===== src/sv/dds_srg_pkg.sv =====
// Shared types and constants for the DDS sine reference generator.
// Holds the sine table, register index codes and fixed-point reciprocals.
// No dependencies.
package dds_srg_pkg;

    localparam int ROM_ENTRIES = 256;
    localparam int ROM_AW      = 8;

    typedef logic [7:0]  t_rom_entry;
    typedef logic [11:0] t_dac_code;
    typedef logic [9:0]  t_adc_sample;

    // Configuration register indexes
    typedef logic [1:0] t_cfg_index;
    localparam t_cfg_index CFG_PHASE_STEP = 2'd0;
    localparam t_cfg_index CFG_REF_HIGH   = 2'd1;
    localparam t_cfg_index CFG_REF_LOW    = 2'd2;

    localparam logic [15:0] PHASE_STEP_RESET = 16'd1310;
    localparam t_dac_code   REF_HIGH_RESET   = 12'd2999;
    localparam t_dac_code   REF_LOW_RESET    = 12'd999;

    localparam t_dac_code   DAC_MAX = 12'd4095;

    // Millivolt scale: adc * 3226 / 1000
    localparam logic [11:0] MV_NUM = 12'd3226;

    // floor(x / 4095) for x < 2^24 is floor(x * ceil(2^36 / 4095) / 2^36)
    localparam logic [24:0] RECIP_4095 = 25'd16781314;
    localparam int          SHIFT_4095 = 36;

    // floor(y / 1000) for y < 2^22 is floor(y * ceil(2^32 / 1000) / 2^32)
    localparam logic [22:0] RECIP_1000 = 23'd4294968;
    localparam int          SHIFT_1000 = 32;

    localparam t_rom_entry SINE_ROM [ROM_ENTRIES] = '{
        8'h80, 8'h83, 8'h86, 8'h89, 8'h8c, 8'h8f, 8'h92, 8'h95,
        8'h98, 8'h9b, 8'h9e, 8'ha2, 8'ha5, 8'ha7, 8'haa, 8'had,
        8'hb0, 8'hb3, 8'hb6, 8'hb9, 8'hbc, 8'hbe, 8'hc1, 8'hc4,
        8'hc6, 8'hc9, 8'hcb, 8'hce, 8'hd0, 8'hd3, 8'hd5, 8'hd7,
        8'hda, 8'hdc, 8'hde, 8'he0, 8'he2, 8'he4, 8'he6, 8'he8,
        8'hea, 8'heb, 8'hed, 8'hee, 8'hf0, 8'hf1, 8'hf3, 8'hf4,
        8'hf5, 8'hf6, 8'hf8, 8'hf9, 8'hfa, 8'hfa, 8'hfb, 8'hfc,
        8'hfd, 8'hfd, 8'hfe, 8'hfe, 8'hfe, 8'hff, 8'hff, 8'hff,
        8'hff, 8'hff, 8'hff, 8'hff, 8'hfe, 8'hfe, 8'hfe, 8'hfd,
        8'hfd, 8'hfc, 8'hfb, 8'hfa, 8'hfa, 8'hf9, 8'hf8, 8'hf6,
        8'hf5, 8'hf4, 8'hf3, 8'hf1, 8'hf0, 8'hee, 8'hed, 8'heb,
        8'hea, 8'he8, 8'he6, 8'he4, 8'he2, 8'he0, 8'hde, 8'hdc,
        8'hda, 8'hd7, 8'hd5, 8'hd3, 8'hd0, 8'hce, 8'hcb, 8'hc9,
        8'hc6, 8'hc4, 8'hc1, 8'hbe, 8'hbc, 8'hb9, 8'hb6, 8'hb3,
        8'hb0, 8'had, 8'haa, 8'ha7, 8'ha5, 8'ha2, 8'h9e, 8'h9b,
        8'h98, 8'h95, 8'h92, 8'h8f, 8'h8c, 8'h89, 8'h86, 8'h83,
        8'h80, 8'h7c, 8'h79, 8'h76, 8'h73, 8'h70, 8'h6d, 8'h6a,
        8'h67, 8'h64, 8'h61, 8'h5d, 8'h5a, 8'h58, 8'h55, 8'h52,
        8'h4f, 8'h4c, 8'h49, 8'h46, 8'h43, 8'h41, 8'h3e, 8'h3b,
        8'h39, 8'h36, 8'h34, 8'h31, 8'h2f, 8'h2c, 8'h2a, 8'h28,
        8'h25, 8'h23, 8'h21, 8'h1f, 8'h1d, 8'h1b, 8'h19, 8'h17,
        8'h15, 8'h14, 8'h12, 8'h11, 8'h0f, 8'h0e, 8'h0c, 8'h0b,
        8'h0a, 8'h09, 8'h07, 8'h06, 8'h05, 8'h05, 8'h04, 8'h03,
        8'h02, 8'h02, 8'h01, 8'h01, 8'h01, 8'h00, 8'h00, 8'h00,
        8'h00, 8'h00, 8'h00, 8'h00, 8'h01, 8'h01, 8'h01, 8'h02,
        8'h02, 8'h03, 8'h04, 8'h05, 8'h05, 8'h06, 8'h07, 8'h09,
        8'h0a, 8'h0b, 8'h0c, 8'h0e, 8'h0f, 8'h11, 8'h12, 8'h14,
        8'h15, 8'h17, 8'h19, 8'h1b, 8'h1d, 8'h1f, 8'h21, 8'h23,
        8'h25, 8'h28, 8'h2a, 8'h2c, 8'h2f, 8'h31, 8'h34, 8'h36,
        8'h39, 8'h3b, 8'h3e, 8'h41, 8'h43, 8'h46, 8'h49, 8'h4c,
        8'h4f, 8'h52, 8'h55, 8'h58, 8'h5a, 8'h5d, 8'h61, 8'h64,
        8'h67, 8'h6a, 8'h6d, 8'h70, 8'h73, 8'h76, 8'h79, 8'h7c
    };

endpackage


===== src/sv/dds_sine_reference_generator_core.sv =====
// DDS sine reference generator: phase accumulator, sine table, DAC scaling
// and ADC millivolt scaling in one four-stage pipeline.
// Depends on dds_srg_pkg.
//
// Usage:
//   Input channel (i_in_valid / o_in_ready) carries one ADC reading per
//   sample tick. Each accepted transaction produces exactly one result on the
//   output channel (o_out_valid / i_out_ready): the DAC code taken from the
//   sine table at the current phase, and the reading in millivolts.
//   The phase accumulator advances by phase_step on every accepted
//   transaction and wraps at PHASE_BITS bits.
//   The table read is registered at acceptance into stage 1, then the span
//   multiply (stage 2), the reciprocal multiply for the divide by 4095
//   (stage 3), and the offset/clamp into the output register (stage 4),
//   which drives o_out_valid. One transaction is accepted per cycle while
//   o_in_ready is high; the phase add is the only loop.
//   When the output register is full and not being taken, the whole pipeline
//   holds and o_in_ready drops, and only then.
//   Configuration writes (i_cfg_we) take effect on the next edge; write only
//   while no transaction is in flight. Index 3 is ignored.
//   Reset (synchronous, active low) clears the pipeline, zeroes the phase
//   and loads phase_step = 1310, ref_high = 2999, ref_low = 999.
//   TABLE_DEPTH must be a power of two.
module dds_sine_reference_generator_core #(
    parameter int PHASE_BITS  = 16,
    parameter int TABLE_DEPTH = 256
) (
    input  logic                      i_clk,
    input  logic                      i_rst_n,

    input  logic                      i_in_valid,
    output logic                      o_in_ready,
    input  dds_srg_pkg::t_adc_sample  i_adc_sample,

    output logic                      o_out_valid,
    input  logic                      i_out_ready,
    output dds_srg_pkg::t_dac_code    o_dac_code,
    output logic [11:0]               o_sensed_millivolts,

    input  logic                      i_cfg_we,
    input  dds_srg_pkg::t_cfg_index   i_cfg_index,
    input  logic [15:0]               i_cfg_wdata
);

    localparam int IDX_W = $clog2(TABLE_DEPTH);
    localparam int SUM_W = PHASE_BITS + 16;
    localparam int AW    = dds_srg_pkg::ROM_AW;

    // configuration registers
    logic [15:0]               r_phase_step;
    dds_srg_pkg::t_dac_code    r_ref_high;
    dds_srg_pkg::t_dac_code    r_ref_low;

    logic [PHASE_BITS-1:0]     r_phase_acc;
    logic [PHASE_BITS-1:0]     n_phase_acc;
    logic [SUM_W-1:0]          phase_sum;

    // pipeline valid bits, stage 1 .. 4 (stage 4 is the output register)
    logic [3:0]                r_valid;
    logic                      advance;
    logic                      in_accept;

    // stage 1
    dds_srg_pkg::t_rom_entry   r_s1_sample;
    dds_srg_pkg::t_adc_sample  r_s1_adc;
    // stage 2
    logic [23:0]               r_s2_prod;
    logic                      r_s2_neg;
    logic [21:0]               r_s2_mv_prod;
    // stage 3
    logic [11:0]               r_s3_quot;
    logic                      r_s3_neg;
    logic [11:0]               r_s3_mv;
    // stage 4
    dds_srg_pkg::t_dac_code    r_dac_code;
    logic [11:0]               r_millivolts;

    logic [PHASE_BITS+IDX_W-1:0] phase_ext;
    logic [IDX_W-1:0]          table_idx;
    logic [IDX_W+AW-1:0]       idx_ext;
    logic [AW-1:0]             rom_addr;

    logic [12:0]               span;
    logic [11:0]               span_mag;
    logic [11:0]               sample16;
    logic [48:0]               quot_full;
    logic [44:0]               mv_full;
    logic [12:0]               level_sum;
    dds_srg_pkg::t_dac_code    n_dac_code;

    assign advance    = !r_valid[3] || i_out_ready;
    assign o_in_ready = advance;
    assign in_accept  = i_in_valid && advance;

    // ---------------- configuration ----------------
    always_ff @(posedge i_clk) begin
        if (!i_rst_n) begin
            r_phase_step <= dds_srg_pkg::PHASE_STEP_RESET;
            r_ref_high   <= dds_srg_pkg::REF_HIGH_RESET;
            r_ref_low    <= dds_srg_pkg::REF_LOW_RESET;
        end else if (i_cfg_we) begin
            unique case (i_cfg_index)
                dds_srg_pkg::CFG_PHASE_STEP: r_phase_step <= i_cfg_wdata;
                dds_srg_pkg::CFG_REF_HIGH:   r_ref_high   <= i_cfg_wdata[11:0];
                dds_srg_pkg::CFG_REF_LOW:    r_ref_low    <= i_cfg_wdata[11:0];
                default: ;
            endcase
        end
    end

    // ---------------- phase and table address ----------------
    assign phase_sum   = SUM_W'(r_phase_acc) + SUM_W'(r_phase_step);
    assign n_phase_acc = phase_sum[PHASE_BITS-1:0];

    // index = phase * depth >> PHASE_BITS, address = index * 256 / depth
    assign phase_ext = {r_phase_acc, {IDX_W{1'b0}}};
    assign table_idx = phase_ext[PHASE_BITS+IDX_W-1:PHASE_BITS];
    assign idx_ext   = {table_idx, {AW{1'b0}}};
    assign rom_addr  = idx_ext[IDX_W+AW-1:IDX_W];

    always_ff @(posedge i_clk) begin
        if (!i_rst_n) begin
            r_phase_acc <= '0;
        end else if (in_accept) begin
            r_phase_acc <= n_phase_acc;
        end
    end

    // ---------------- datapath ----------------
    assign span     = {1'b0, r_ref_high} - {1'b0, r_ref_low};
    assign span_mag = span[12] ? 12'(-span) : span[11:0];
    assign sample16 = {r_s1_sample, 4'b0000};

    assign quot_full = 49'(r_s2_prod) * 49'(dds_srg_pkg::RECIP_4095);
    assign mv_full   = 45'(r_s2_mv_prod) * 45'(dds_srg_pkg::RECIP_1000);

    // span < 0: truncate toward zero, floor at zero; else clamp to DAC_MAX
    assign level_sum = {1'b0, r_ref_low} + {1'b0, r_s3_quot};
    always_comb begin
        if (r_s3_neg) begin
            n_dac_code = (r_s3_quot > r_ref_low) ? '0 : r_ref_low - r_s3_quot;
        end else begin
            n_dac_code = level_sum[12] ? dds_srg_pkg::DAC_MAX : level_sum[11:0];
        end
    end

    always_ff @(posedge i_clk) begin
        if (advance) begin
            r_s1_sample  <= dds_srg_pkg::SINE_ROM[rom_addr];
            r_s1_adc     <= i_adc_sample;

            r_s2_prod    <= sample16 * span_mag;
            r_s2_neg     <= span[12];
            r_s2_mv_prod <= 22'(r_s1_adc) * 22'(dds_srg_pkg::MV_NUM);

            r_s3_quot    <= quot_full[dds_srg_pkg::SHIFT_4095 +: 12];
            r_s3_neg     <= r_s2_neg;
            r_s3_mv      <= mv_full[dds_srg_pkg::SHIFT_1000 +: 12];

            r_dac_code   <= n_dac_code;
            r_millivolts <= r_s3_mv;
        end
    end

    always_ff @(posedge i_clk) begin
        if (!i_rst_n) begin
            r_valid <= '0;
        end else if (advance) begin
            r_valid <= {r_valid[2:0], i_in_valid};
        end
    end

    assign o_out_valid         = r_valid[3];
    assign o_dac_code          = r_dac_code;
    assign o_sensed_millivolts = r_millivolts;

    // ---------------- assertions ----------------
    a_phase_hold: assert property (@(posedge i_clk) disable iff (!i_rst_n)
        !in_accept |=> $stable(r_phase_acc))
        else $error("phase accumulator moved without an accepted transaction");

    a_phase_step: assert property (@(posedge i_clk) disable iff (!i_rst_n)
        in_accept |=> r_phase_acc == $past(n_phase_acc))
        else $error("phase accumulator did not advance by the step");

    a_accept_enters: assert property (@(posedge i_clk) disable iff (!i_rst_n)
        in_accept |=> r_valid[0])
        else $error("accepted transaction lost at pipeline entry");

    a_mv_range: assert property (@(posedge i_clk) disable iff (!i_rst_n)
        o_out_valid |-> o_sensed_millivolts <= 12'd3300)
        else $error("millivolt result out of range");

endmodule

===== config.mk =====
export PLATFORM = sky130hd
export DESIGN_NAME = dds_sine_reference_generator_core
export DESIGN_NICKNAME = d
export VERILOG_FILES = /design/src/sv/dds_srg_pkg.sv /design/src/sv/dds_sine_reference_generator_core.sv
export SDC_FILE = /design/constraint.sdc
export NUM_CORES = 1
export LEC_CHECK = 0
export BUFFER_PORTS_ARGS = -buffer_cell sky130_fd_sc_hd__buf_2
export CORE_ASPECT_RATIO = 1.4
export CORE_UTILIZATION = 50
export CTS_BUF_LIST = sky130_fd_sc_hd__clkbuf_8 sky130_fd_sc_hd__clkbuf_16
export DETAILED_ROUTE_END_ITERATION = 7
export MAX_ROUTING_LAYER = met4
export PLACE_DENSITY = 0.7
export SLEW_MARGIN = 20
export SYNTH_ARGS = -nofsm -noshare
export SYNTH_HDL_FRONTEND = slang
export SYNTH_SLANG_ARGS = --single-unit

===== constraint.sdc =====
create_clock -name i_clk -period 11.45 [get_ports i_clk]
set_input_delay 1.145 -clock i_clk [delete_from_list [all_inputs] [get_ports i_clk]]
set_output_delay 1.145 -clock i_clk [all_outputs]
set_load 0.005 [all_outputs]

==> run metrics <==
status completed; clk_lat worst skew 460 ps; register bit total from synthesis 169; max cap viols 0; post-synth cell types 81; startpoint types register; RSZ-0062 raised after global routing false; largest family of logic cells by synthesized area adder cells; slew margin rel. 0.330; DR WL/cell 18.1 um; Tcrit/Tclk final 0.641; xor-xnor portion of the synthesized cell area 0.0279; antenna cells 0; Final Hold Vio Count 0; critical path class reg2reg; Yosys top cell by area ha_1; H-Tree Depth 4; Max Slew Vio Count 0; synth cell count leaders 416 x ha_1, 382 x inv_1, 186 x nand2_1, 177 x fa_1, 131 x a21oi_1; post-synth top area share 0.240; clock-pin slew on the worst setup and hold paths 80 ps; Worst Reg-to-Reg Cells 26; top post-synthesis cells by area ha_1 24%, fa_1 16%, edfxtp_1 15%; number of top-level pins 59; P&R area growth vs syn 6.49%; grt met2 use 0.483; CP Capture Type register; antenna violations before repair 0; Overflow after GRT 0; Hold Path Class reg2reg; global routing's busiest layer met2; std cell rows 89; Synth Instances 2,329; Vias/cell 5.76; met3 Use GR 0.0314; root buf cell clkbuf_16; sequential-to-total area share from yosys stat 0.207; met1 usage 0.253; Iter 0 DRT Violations 833; gr usage total 0.258; DRC viols 0; Clock Path Buffers 2; DIE WIDTH 178 um; Setup crit end r_s2_prod[23]$_DFFE_PN_; I/O Buffers 58; minimum clock period 7340 ps; fin util 0.544; clock sink count 169; Critical Path Source r_ref_high[0]$_SDFFE_PN1P_; number of gates resized after CTS 0; drt pass-1 iters 5; top-count cell post-synth ha_1; mux contribution to synthesized area 0.00693; worst r2r src r_ref_high[0]$_SDFFE_PN1P_; post-synthesis adder-cell area fraction 0.404; Die H 248 um; GPL Wtd Cong 0.945; Worst Clk Skew 18.0 ps; ys async rst share 0; Final Cell Area 23,100 sq um; Mapped Nets 2,955; Nets 2,970; Worst Path Max Fanout 11; vias in the first global route 17,500; share of cells above drive strength 1 0.0590; Yosys warnings 0; Fin Setup TNS 0 ps; Post-synth EDFFs 109; Synth Cell Area 21,700 sq um; Initial Util 0.511; required time of the critical path 11,650 ps; endpoint arrival time on the critical path 7540 ps; worst slew pin tran 1000 ps; FF-to-FF End r_s2_prod[23]$_DFFE_PN_; complex-gate fraction of the synthesized area 0.154; Detailed Place HPWL 42,700 um; pin count of the biggest net entering global routing 59; Detail Route Antenna Nets 0; Placed Instance Area 22,400 sq um; via count 16,700; post-CTS setup buffer count 0; Post-synth top flop edfxtp_1; simple-gate portion of the synthesized area 0.120; Num CTS Buffers 17; first-pass GRT wire length 86,500 um; Peak Freq 136 MHz; core area 42,400 sq um; CTS tree yes; R2R Setup Slk 4110 ps; cts hold-fix bufs 0; die area 44,200 sq um; Mean Syn Cell Area 9.30 sq um; Setup violations, final 0; final wirelength 52,600 um
## routing by layer
metal  share of wire  up-vias
li1                -     8084
met1            0.37     8152
met2            0.54      335
met3           0.028      161
met4           0.062        0
met5               0        -
## cells in the final DEF (no fill, tap or decap), types with 22 or more instances in the layout
master,instances
a21oi_1,131
a21o_1,26
nor3_1,41
and2_1,34
xnor2_1,55
a21boi_1,22
nand2_1,186
fa_1,177
edfxtp_1,109
ha_1,416
dfxtp_1,60
nor2b_1,29
a211oi_1,25
nor2_1,86
nand2b_1,28
nand3_1,50
o211ai_1,32
buf_2,58
inv_1,381
o21ai_0,80
## worst min-delay path by stage
stage                          from                                to  slack [ps]  cells past startpoint
5_1_grt        r_s3_mv[3]$_DFFE_PN_  o_sensed_millivolts[3]$_DFFE_PN_         430                      0
3_3_place_gp   r_s3_mv[3]$_DFFE_PN_  o_sensed_millivolts[3]$_DFFE_PN_         400                      0
3_5_place_dp   r_s3_mv[1]$_DFFE_PN_  o_sensed_millivolts[1]$_DFFE_PN_         400                      0
4_1_cts        r_s3_mv[6]$_DFFE_PN_  o_sensed_millivolts[6]$_DFFE_PN_         420                      0
6_report       r_s3_mv[1]$_DFFE_PN_  o_sensed_millivolts[1]$_DFFE_PN_         420                      0
2_1_floorplan  r_s3_mv[0]$_DFFE_PN_  o_sensed_millivolts[0]$_DFFE_PN_         400                      0
## registers in the layout, indices dropped and copies added, names as in the netlist, 4 cells and up
name,cells
o_dac_code,12
o_sensed_millivolts,12
r_phase_acc,16
r_phase_step,16
r_ref_high,12
r_ref_low,12
r_s1_adc,10
r_s1_sample,8
r_s2_mv_prod,21
r_s2_prod,20
r_s3_mv,12
r_s3_quot,12
r_valid,4
## final cells by class
class | instances | area [sq um]
Tap cell | 546 | 683
Sequential cell | 169 | 4470
Multi-Input combinational cell | 1703 | 15500
Clock inverter | 15 | 229
Fill cell | 3823 | 19400
Timing Repair Buffer | 67 | 358
Inverter | 386 | 1450
Clock buffer | 17 | 425
## through the flow
step | std cells | hold WS (ps) | setup slack (ps)
5_1_grt | 2903 | 430 | 3650
3_5_place_dp | 2871 | 405 | 4160
4_1_cts | 2903 | 424 | 4120
2_1_floorplan | 2329 | 400 | 4810
6_report | 2903 | 422 | 4110
3_3_place_gp | 2871 | 404 | 4360
## cells by family (layout without fill, tap and decap cells)
family,Yosys count,count (layout)
adder cells (fa/ha/maj),593,593
flip-flops,169,169
AND/OR/NAND/NOR,534,534
XOR/XNOR,69,69
multiplexers,11,11
buffers and inverters,457,485
AO/OA/AOI/OAI,496,496
## worst max-delay path, stage by stage (launching register included)
cell,delay (ps)
dfxtp_1,310
inv_1,50
ha_1,220
fa_1,410
nor2b_1,180
o2111a_1,250
or3_4,170
a31o_4,160
a21oi_4,80
o21ai_2,400
inv_1,120
o21ai_1,430
nand2_1,140
fa_1,510
fa_1,560
inv_1,70
fa_1,540
inv_1,60
fa_1,530
inv_1,40
ha_1,320
a21boi_0,430
o211ai_1,210
a31oi_1,300
a41o_1,240
nor4_1,50
a311o_1,320
Power is left out: the tool's default activity adds up to more than one toggle a clock period on the data nets, which glitch-free logic cannot reach.
